[config.mk]
export PLATFORM = sky130hd
export DESIGN_NAME = touch_gesture_classifier
export DESIGN_NICKNAME = d
export VERILOG_FILES = /design/src/hw/rtl/tgc_pkg.sv /design/src/hw/rtl/tgc_step.sv /design/src/hw/rtl/touch_gesture_classifier.sv
export SDC_FILE = /design/constraint.sdc
export NUM_CORES = 1
export LEC_CHECK = 0
export BUFFER_PORTS_ARGS = -buffer_cell sky130_fd_sc_hd__buf_4
export CORE_MARGIN = 5
export CORE_UTILIZATION = 33
export CTS_BUF_LIST = sky130_fd_sc_hd__clkbuf_16
export CTS_CLUSTER_SIZE = 25
export DETAILED_ROUTE_END_ITERATION = 10
export PLACE_DENSITY = 0.47
export SYNTH_ARGS = -nofsm -noshare
export SYNTH_HDL_FRONTEND = slang
export SYNTH_HIERARCHICAL = 1
export SYNTH_SLANG_ARGS = --single-unit
[constraint.sdc]
create_clock -name clk -period 6.79 [get_ports clk]
set_input_delay 1.358 -clock clk [delete_from_list [all_inputs] [get_ports clk]]
set_output_delay 1.358 -clock clk [all_outputs]
set_load 0.05 [all_outputs]
[src/hw/rtl/tgc_pkg.sv]
// Shared types, codes and reset constants for the touch gesture classifier.
package tgc_pkg;

	localparam int DEBOUNCE_W  = 16;
	localparam int THRESH_W    = 10;
	localparam int TAP_W       = 16;
	localparam int CFG_DATA_W  = 16;
	localparam int CFG_INDEX_W = 2;
	localparam int COORD_W     = 10;
	localparam int TIME_W      = 32;

	localparam logic [DEBOUNCE_W-1:0] DEBOUNCE_RESET = DEBOUNCE_W'(50);
	localparam logic [THRESH_W-1:0]   THRESH_RESET   = THRESH_W'(30);
	localparam logic [TAP_W-1:0]      TAP_RESET      = TAP_W'(300);

	localparam logic [CFG_INDEX_W-1:0] CFG_DEBOUNCE = 2'd0;
	localparam logic [CFG_INDEX_W-1:0] CFG_THRESH   = 2'd1;
	localparam logic [CFG_INDEX_W-1:0] CFG_TAP      = 2'd2;

	localparam logic [1:0] OP_POLL  = 2'd0;
	localparam logic [1:0] OP_WAKE  = 2'd1;
	localparam logic [1:0] OP_SLEEP = 2'd2;

	localparam logic [2:0] G_NONE  = 3'd0;
	localparam logic [2:0] G_TAP   = 3'd1;
	localparam logic [2:0] G_HOLD  = 3'd2;
	localparam logic [2:0] G_LEFT  = 3'd3;
	localparam logic [2:0] G_RIGHT = 3'd4;
	localparam logic [2:0] G_UP    = 3'd5;
	localparam logic [2:0] G_DOWN  = 3'd6;
	localparam logic [2:0] G_UNUSED = 3'd7;

	typedef struct packed {
		logic [1:0]         op;
		logic               pressed;
		logic [COORD_W-1:0] pos_x;
		logic [COORD_W-1:0] pos_y;
		logic [TIME_W-1:0]  now_ms;
	} tgc_in_t;

	typedef struct packed {
		logic [2:0] gesture;
		logic       touch_active;
		logic       screen_awake;
	} tgc_out_t;

	typedef struct packed {
		logic [DEBOUNCE_W-1:0] debounce_ms;
		logic [THRESH_W-1:0]   swipe_min_px;
		logic [TAP_W-1:0]      tap_timeout_ms;
	} tgc_cfg_t;

	typedef struct packed {
		logic               in_touch;
		logic [COORD_W-1:0] start_x;
		logic [COORD_W-1:0] start_y;
		logic [COORD_W-1:0] end_x;
		logic [COORD_W-1:0] end_y;
		logic [TIME_W-1:0]  start_time;
		logic [TIME_W-1:0]  last_time;
		logic               swallow_next;
		logic               awake;
	} tgc_state_t;

endpackage

[src/hw/rtl/tgc_step.sv]
// Next-state and result logic for one request against the touch state.
module tgc_step
	import tgc_pkg::*;
(
	input  tgc_in_t    item,
	input  tgc_state_t cur,
	input  tgc_cfg_t   cfg,
	output tgc_state_t nxt,
	output tgc_out_t   res
);

	logic signed [COORD_W:0] dx, dy;
	logic [COORD_W-1:0]      ax, ay;
	logic [TIME_W-1:0]       duration, since_contact;
	logic                    released;
	logic [2:0]              kind;
	logic [2:0]              g;

	always_comb begin
		dx = $signed({1'b0, cur.end_x}) - $signed({1'b0, cur.start_x});
		dy = $signed({1'b0, cur.end_y}) - $signed({1'b0, cur.start_y});
		// magnitude of an 11-bit difference of 10-bit values fits in 10 bits
		ax = dx[COORD_W] ? COORD_W'(-dx) : dx[COORD_W-1:0];
		ay = dy[COORD_W] ? COORD_W'(-dy) : dy[COORD_W-1:0];
		duration      = cur.last_time - cur.start_time;
		since_contact = item.now_ms - cur.last_time;
		released      = cur.in_touch && (since_contact > TIME_W'(cfg.debounce_ms));

		if (ax < cfg.swipe_min_px && ay < cfg.swipe_min_px) begin
			kind = (duration < TIME_W'(cfg.tap_timeout_ms)) ? G_TAP : G_HOLD;
		end else if (ax > ay) begin
			kind = (dx > 0) ? G_RIGHT : G_LEFT;
		end else begin
			kind = (dy > 0) ? G_DOWN : G_UP;
		end

		nxt = cur;
		g   = G_NONE;
		case (item.op)
			OP_WAKE: begin
				nxt.awake        = 1'b1;
				nxt.swallow_next = 1'b1;
			end
			OP_SLEEP: begin
				nxt.awake = 1'b0;
			end
			OP_POLL: begin
				if (item.pressed) begin
					nxt.last_time = item.now_ms;
					if (!cur.in_touch) begin
						nxt.start_x    = item.pos_x;
						nxt.start_y    = item.pos_y;
						nxt.start_time = item.now_ms;
						nxt.in_touch   = 1'b1;
					end
					nxt.end_x = item.pos_x;
					nxt.end_y = item.pos_y;
				end else if (released) begin
					nxt.in_touch = 1'b0;
					// drop the first gesture after a wake
					if (cur.swallow_next) begin
						nxt.swallow_next = 1'b0;
					end else begin
						g = kind;
					end
				end
			end
			default: begin
			end
		endcase

		res.gesture      = g;
		res.touch_active = nxt.in_touch;
		res.screen_awake = nxt.awake;
	end

endmodule

[src/hw/rtl/touch_gesture_classifier.sv]
// Top level of the touch gesture classifier: request register, state and result register.
//
// Requests arrive on in_valid/in_ready with an in_data payload: a touch poll
// (pressed flag, x/y, millisecond timestamp), a wake event or a sleep event.
// Every request yields exactly one result on out_valid/out_ready: the gesture
// that finished with this request (or none), the touch-active flag and the
// awake flag after it.
// A request is registered in the request register on acceptance; the step logic then
// updates the touch state and loads the result register, raising out_valid, when the
// result register is empty or being read. One request per cycle is sustained while the
// receiver takes every result.
// When the receiver stalls, the result register holds and the request register
// keeps one more request; in_ready falls only when both are full.
// Configuration registers (debounce, swipe threshold, tap timeout) are written
// through cfg_we/cfg_index/cfg_data; the user must write them only while the block
// is idle, which the block itself does not enforce. Unknown indexes are ignored.
// Reset clears the touch state, sets the awake flag, restores the configuration
// defaults (50 ms, 30 px, 300 ms) and empties both registers.
module touch_gesture_classifier
	import tgc_pkg::*;
(
	input  logic                   clk,
	input  logic                   arst_n,
	input  logic                   in_valid,
	output logic                   in_ready,
	input  tgc_in_t                in_data,
	output logic                   out_valid,
	input  logic                   out_ready,
	output tgc_out_t               out_data,
	input  logic                   cfg_we,
	input  logic [CFG_INDEX_W-1:0] cfg_index,
	input  logic [CFG_DATA_W-1:0]  cfg_data
);

	tgc_cfg_t   cfg_q;
	tgc_state_t st_q, st_nxt;
	tgc_in_t    item_s1;
	logic       valid_s1;
	tgc_out_t   res;
	logic       advance;

	assign advance  = !out_valid || out_ready;
	assign in_ready = !valid_s1 || advance;

	tgc_step u_step (
		.item (item_s1),
		.cur  (st_q),
		.cfg  (cfg_q),
		.nxt  (st_nxt),
		.res  (res)
	);

	always_ff @(posedge clk or negedge arst_n) begin
		if (!arst_n) begin
			cfg_q.debounce_ms    <= DEBOUNCE_RESET;
			cfg_q.swipe_min_px   <= THRESH_RESET;
			cfg_q.tap_timeout_ms <= TAP_RESET;
		end else if (cfg_we) begin
			case (cfg_index)
				CFG_DEBOUNCE: cfg_q.debounce_ms    <= cfg_data[DEBOUNCE_W-1:0];
				CFG_THRESH:   cfg_q.swipe_min_px   <= cfg_data[THRESH_W-1:0];
				CFG_TAP:      cfg_q.tap_timeout_ms <= cfg_data[TAP_W-1:0];
				default: begin
				end
			endcase
		end
	end

	always_ff @(posedge clk or negedge arst_n) begin
		if (!arst_n) begin
			valid_s1 <= 1'b0;
		end else if (in_ready) begin
			valid_s1 <= in_valid;
		end
	end

	always_ff @(posedge clk) begin
		if (in_ready && in_valid) begin
			item_s1 <= in_data;
		end
	end

	always_ff @(posedge clk or negedge arst_n) begin
		if (!arst_n) begin
			st_q      <= '{awake: 1'b1, default: '0};
			out_valid <= 1'b0;
		end else if (advance) begin
			out_valid <= valid_s1;
			if (valid_s1) begin
				st_q <= st_nxt;
			end
		end
	end

	always_ff @(posedge clk) begin
		if (advance && valid_s1) begin
			out_data <= res;
		end
	end

	a_gesture_ends_touch: assert property (@(posedge clk) disable iff (!arst_n)
		out_valid && out_data.gesture != G_NONE |-> !out_data.touch_active)
		else $error("gesture reported while touch still active");

	a_gesture_code: assert property (@(posedge clk) disable iff (!arst_n)
		out_valid |-> out_data.gesture != G_UNUSED)
		else $error("unused gesture code");

	a_touch_end_on_poll: assert property (@(posedge clk) disable iff (!arst_n)
		$fell(st_q.in_touch) |-> $past(advance && valid_s1 && item_s1.op == OP_POLL
			&& !item_s1.pressed))
		else $error("touch ended without a release poll");

	a_wake_arms_swallow: assert property (@(posedge clk) disable iff (!arst_n)
		advance && valid_s1 && item_s1.op == OP_WAKE |=> st_q.swallow_next && st_q.awake
			&& out_valid && out_data.gesture == G_NONE)
		else $error("wake did not arm swallow");

endmodule
# Word level (Yosys, flattened, before mapping)
# Cells that the tools add are included.
[totals]
regBits = 211
inputBits = 78
word_cells = 80
[op_classes]
addsub = 6
n_lt_le_gt_ge = 7
n_eq_ne = 6
mux = 17
bitwise_logic = 3
reduce_logical = 19
[op_table]
columns = ["operator", "count"]
rows = [
  ["two-way mux 105 bit", 1],
  ["two-way mux 104 bit", 1],
  ["subtractor 32 bit", 2],
  ["greater-than comparator 32 x 16 -> 1 bit", 1],
  ["< comparator 32 x 16 -> 1 bit", 1],
  ["two-way mux 32 bit", 1],
  ["greater-than comparator 11 x 1 -> 1 bit, second input constant", 2],
  ["subtractor 10 x 10 -> 11 bit", 2],
  ["< comparator 10 bit", 2],
  ["two-way mux 10 bit", 2],
  ["two-way mux 20 bit", 1],
  ["negator 10 bit", 2],
  ["greater-than comparator 10 bit", 1],
  ["AND reduction 5 bit", 2],
  ["two-way mux 3 bit", 3],
  ["AND reduction 2 bit", 4],
  ["== test 2 x 1 -> 1 bit, second input constant", 2],
  ["== test 2 bit, second input constant", 2],
  ["logical AND 1 bit", 4],
  ["zero test 2 bit", 2],
  ["two-way mux 1 bit", 4],
  ["two-way mux 2 bit", 2],
  ["case mux 1 bit (2 select lines)", 2],
  ["AND reduction 4 bit", 1],
  ["7 further kinds", 11],
]

# Longest topological paths before layout
[logic_depth]
word_depth = 6
ltp_mapped = 24

# Cells and area by module
# The synthesis kept the hierarchy.
[modules_own_cells]
columns = ["module", "instances", "cells_per_inst", "area_each_um2"]
rows = [
  ["tgc_step", 1, 1142, 8170.3],
  ["touch_gesture_classifier", 1, 384, 7457.2],
]

# Worst setup path after synthesis
# Ideal clock, no wire load.
[synth_timing]
path_kind = "register to register"
start = "reg st_q[76] (netlist name)"
end = "reg out_data[3] (netlist name) (data pin)"
arrival_time_ns = 4.608
required_time_ns = 6.525
path_slack_ns = 1.917
stages_incl_launch_ff = 25
cell_sequence = "dfrtp_1 -> inv_1 -> ha_1 -> inv_1 -> fa_1 -> a21o_1 -> a21oi_1 -> o21ai_0 -> a21o_1 -> a21oi_1 -> o21ai_1 -> inv_1 -> nand2_1 -> xnor2_1 -> ha_1 -> or4_1 -> a21oi_1 -> o21ai_0 -> a311o_1 -> a211o_1 -> nor4_1 -> nor4b_2 -> nand4_1 -> nor4_2 -> nor3b_2"
[synth_via]
elab_chain_len = 6
word_cells_on_any_way = 10
cone_classes = "add/sub: 2; order compare: 3; mux: 4; reduce/logical: 1"
[synth_lines]
columns = ["element", "line_no", "source"]
rows = [
  ["from (decl)", "touch_gesture_classifier.sv:36", "tgc_state_t st_q, st_nxt;"],
  ["from (signal assigned)", "touch_gesture_classifier.sv:90", "st_q <= st_nxt;"],
  ["subtractor 10 x 10 -> 11 bit (*)", "tgc_step.sv:20", "dx = $signed({1'b0, cur.end_x}) - $signed({1'b0, cur.start_x});"],
  ["negator 10 bit", "tgc_step.sv:23", "ax = dx[COORD_W] ? COORD_W'(-dx) : dx[COORD_W-1:0];"],
  ["two-way mux 10 bit", "tgc_step.sv:23", ""],
  ["greater-than comparator 10 bit / < comparator 10 bit (equally long branches)", "tgc_step.sv:31, tgc_step.sv:29", ""],
  ["two-way mux 3 bit / logical AND 1 bit (equally long branches)", "tgc_step.sv:31, tgc_step.sv:29", ""],
  ["two-way mux 3 bit (*)", "tgc_step.sv:29", "if (ax < cfg.swipe_min_px && ay < cfg.swipe_min_px) begin"],
  ["to (signal assigned)", "touch_gesture_classifier.sv:97", "out_data <= res;"],
  ["to (decl)", "touch_gesture_classifier.sv:29", "output tgc_out_t out_data,"],
]
# Every way passes the cells marked *; elsewhere a longest branch is shown, timed or not.
# A chain may end at the register's enable or synchronous reset.

# Worst setup path in the final report
# Same ends and word-level chain as after synthesis.

==> flow_summary_export.csv <==
group,metric,value,unit
sta,slew_headroom,0.338,
sta,clock_skew,18.1,ps
cells_and_area,drive_gt1_frac,0.265,
route,viasPerCell,5.16,
route,ant_nets,0,
setup_path,start_kind,"register",
route,drtIter0Drc,638,
status,status,"complete, no violations",
synth,ys.flop_type,"dfrtp_1",
cells_and_area,n_antenna_cell,0,
clock_network,insertion_delay,560,ps
synth,ys_seq_elements,211,
clock_network,cts_made_buffers,28,
clock_network,path_clk_slew,60,ps
die,start_util,0.335,
clock_network,clkSinkCount,211,
die,die_w,228,um
synth,synth_nets,1753,
min_path,hold_class,"reg2reg",
synth,synth_cells,1526,
route,drc,0,
synth,yosys_warnings,6,
sta,tightest_slew,992,ps
setup_path,required,7070,ps
die,die_h,228,um
cells_and_area,final_cell_mix,"mux2_2, inv_1, ha_1, dfrtp_1, a21oi_1",
setup_path,cp_slowest_stage_delay,520,ps
setup_path,worst_setup_path_end_kind,"register",
place,dp_hpwl,31200,um
route,vias,11500,
sta,setup_tns,0,ps
global_route,antenna_found_initial,0,
synth,synth_cell_types,96,
route,dr.pass1.iters,5,
sta,fmax,183,MHz
synth,ys_async_sr_fraction,0.716,
clock_network,cts_root_buf,"clkbuf_16",
sta,post-route-min-period,5460,ps
setup_path,cp_max_fo,8,
setup_path,critical_path.cell_chain,"inv_1 > ha_1 > inv_1 > fa_1 > a21o_1 > a21oi_1 > o21ai_0 > a21o_1 > a21oi_1 > o21ai_1 > inv_1 > nand2_1 > xnor2_1 > ha_1 > or4_1 > a21oi_1 > o21ai_0 > a311o_1 > a211o_1 > nor4_1 > nor4b_2 > nand4_1 > nor4_2 > nor3b_2",
setup_path,critPathTopFamily,"compound AO/OA/AOI/OAI gates",
place,portBuffers,84,
place,gp_congestion,0.874,
route,wl_per_cell,18.6,um
route,routed_wl,41200,um
sta,drv_slew,0,
setup_path,crit_path_top_delay_cell,"or4_1",
global_route,grt_pass1_vias,11700,
synth,synth_edf_count,60,
clock_network,cts_tree,"built",
clock_network,postCtsHoldBufs,0,
cells_and_area,final_nets,1818,
sta,finalSetupViolations,0,
cells_and_area,area.growth.synth_to_final,12.9,%
global_route,grt_usage,0.158,
sta,hold_viol_final,0,
global_route,overflow,0,
clock_network,clockBufferDepth,3,
synth,ys_seq_area_frac,0.358,
synth,avgSynthCellArea,10.2,um^2
clock_network,post_cts_buffers,0,
global_route,grt_pass1_wl,65800,um
sta,rsz0062_at_grt,"no",
setup_path,path_buf_inv,3,
sta,post-route-period-util,0.804,
die,coreArea,0.0467,mm^2
die,io_pins,85,
setup_path,critical_path_class,"reg2reg",
die,fp.dieArea,0.0518,mm^2
synth,syn_area,0.0156,mm^2
cells_and_area,final_common_cell,"mux2_2",
clock_network,htreeDepth,1,
die,rows,79,
setup_path,cp.arrival,5740,ps
global_route,grt_start_max_net_pins,88,
run,max_cap_violations,0,
clock_network,ctsResizeCount,0,
==> layout make-up <==
type                       instances  area (um^2)
sequential                       211         5600
fill                            4697        29000
multi-input combinational       1094         9120
clock buffer                      29          726
clock inverter                    23          140
inverter                         166          623
timing repair buffer              90          679
tap                              607          759
==> synth_stat cells (all sizes together) (8+ instances only) <==
master / n / area share
buf: 30 / 0.012
xor2: 24 / 0.013
or4: 11 / 0.0054
xnor2: 45 / 0.025
a21oi: 97 / 0.032
nor3: 13 / 0.0045
a21o: 21 / 0.010
dfrtp: 139 / 0.22
a31oi: 19 / 0.0076
inv: 166 / 0.040
nand3: 22 / 0.0070
mux2i: 9 / 0.0058
o21a: 15 / 0.0072
nand2b: 13 / 0.0052
nor2: 65 / 0.016
ha: 145 / 0.12
edfxtp: 60 / 0.12
mux2: 254 / 0.18
clkbuf: 25 / 0.0066
nor4: 11 / 0.0048
o21ai: 68 / 0.022
dfstp: 12 / 0.020
nor2b: 14 / 0.0061
a211oi: 12 / 0.0058
nand2: 74 / 0.018
nand4: 27 / 0.011
and2: 8 / 0.0034
o211ai: 9 / 0.0043
==> per-layer routing <==
| metal | track usage | vias up | part of all wire |
|---|---|---|---|
| met2 | 0.258 | 178 | 0.46 |
| met1 | 0.226 | 5572 | 0.48 |
| met3 | 0.0208 | 48 | 0.035 |
| met5 | 0 | - | 0 |
| met4 | 0.0309 | 0 | 0.018 |
| li1 | - | 5658 | - |
==> cell families (layout without fill, tap and decap cells) <==
group                    after synthesis  after routing  synth area share
XOR/XNOR                              69             69            0.0387
AND/OR/NAND/NOR                      308            308             0.107
buffers and inverters                221            308            0.0588
multiplexers                         263            263             0.189
flip-flops                           211            211             0.358
adder cells (fa/ha/maj)              149            149             0.121
AO/OA/AOI/OAI                        305            305             0.128
==> registers in the layout, summed over array words and instances, names as in the netlist <==
signal / cells
st_q: 107
out_data: 5
out_valid: 1
valid_s1: 1
cfg_q: 42
item_s1: 55
==> metrics by stage <==
stage	setup WS (ps)	cells	area [um^2]	hold WS, ps	util
2_1_floorplan	1920	1526	15600	477	-
3_3_place_gp	1490	2168	16800	489	0.360
3_5_place_dp	1310	2168	16800	494	0.360
4_1_cts	1280	2220	17600	507	0.378
5_1_grt	868	2220	17600	520	0.378
6_report	1330	2220	17600	505	0.378
==> path summary, 6_finish.rpt <==
path	slack (ps)	cells past startpoint	to	startpoint
max in group asynchronous	4430	2	st_q[53]$_DFFE_PN0P_	arst_n
setup / recovery	1330	24	out_data[3]$_DFFE_PP_	st_q[76]$_DFFE_PN0P_
setup reg to reg	1330	24	out_data[3]$_DFFE_PP_	st_q[76]$_DFFE_PN0P_
min in group asynchronous	890	1	cfg_q[29]$_DFFE_PN0P_	arst_n
hold / removal	500	1	cfg_q[6]$_DFFE_PN0P_	cfg_q[6]$_DFFE_PN0P_
hold reg to reg	500	1	cfg_q[6]$_DFFE_PN0P_	cfg_q[6]$_DFFE_PN0P_
Power is not shown: default switching activity piles up to over one toggle a cycle in this logic, so the estimate is an artifact.
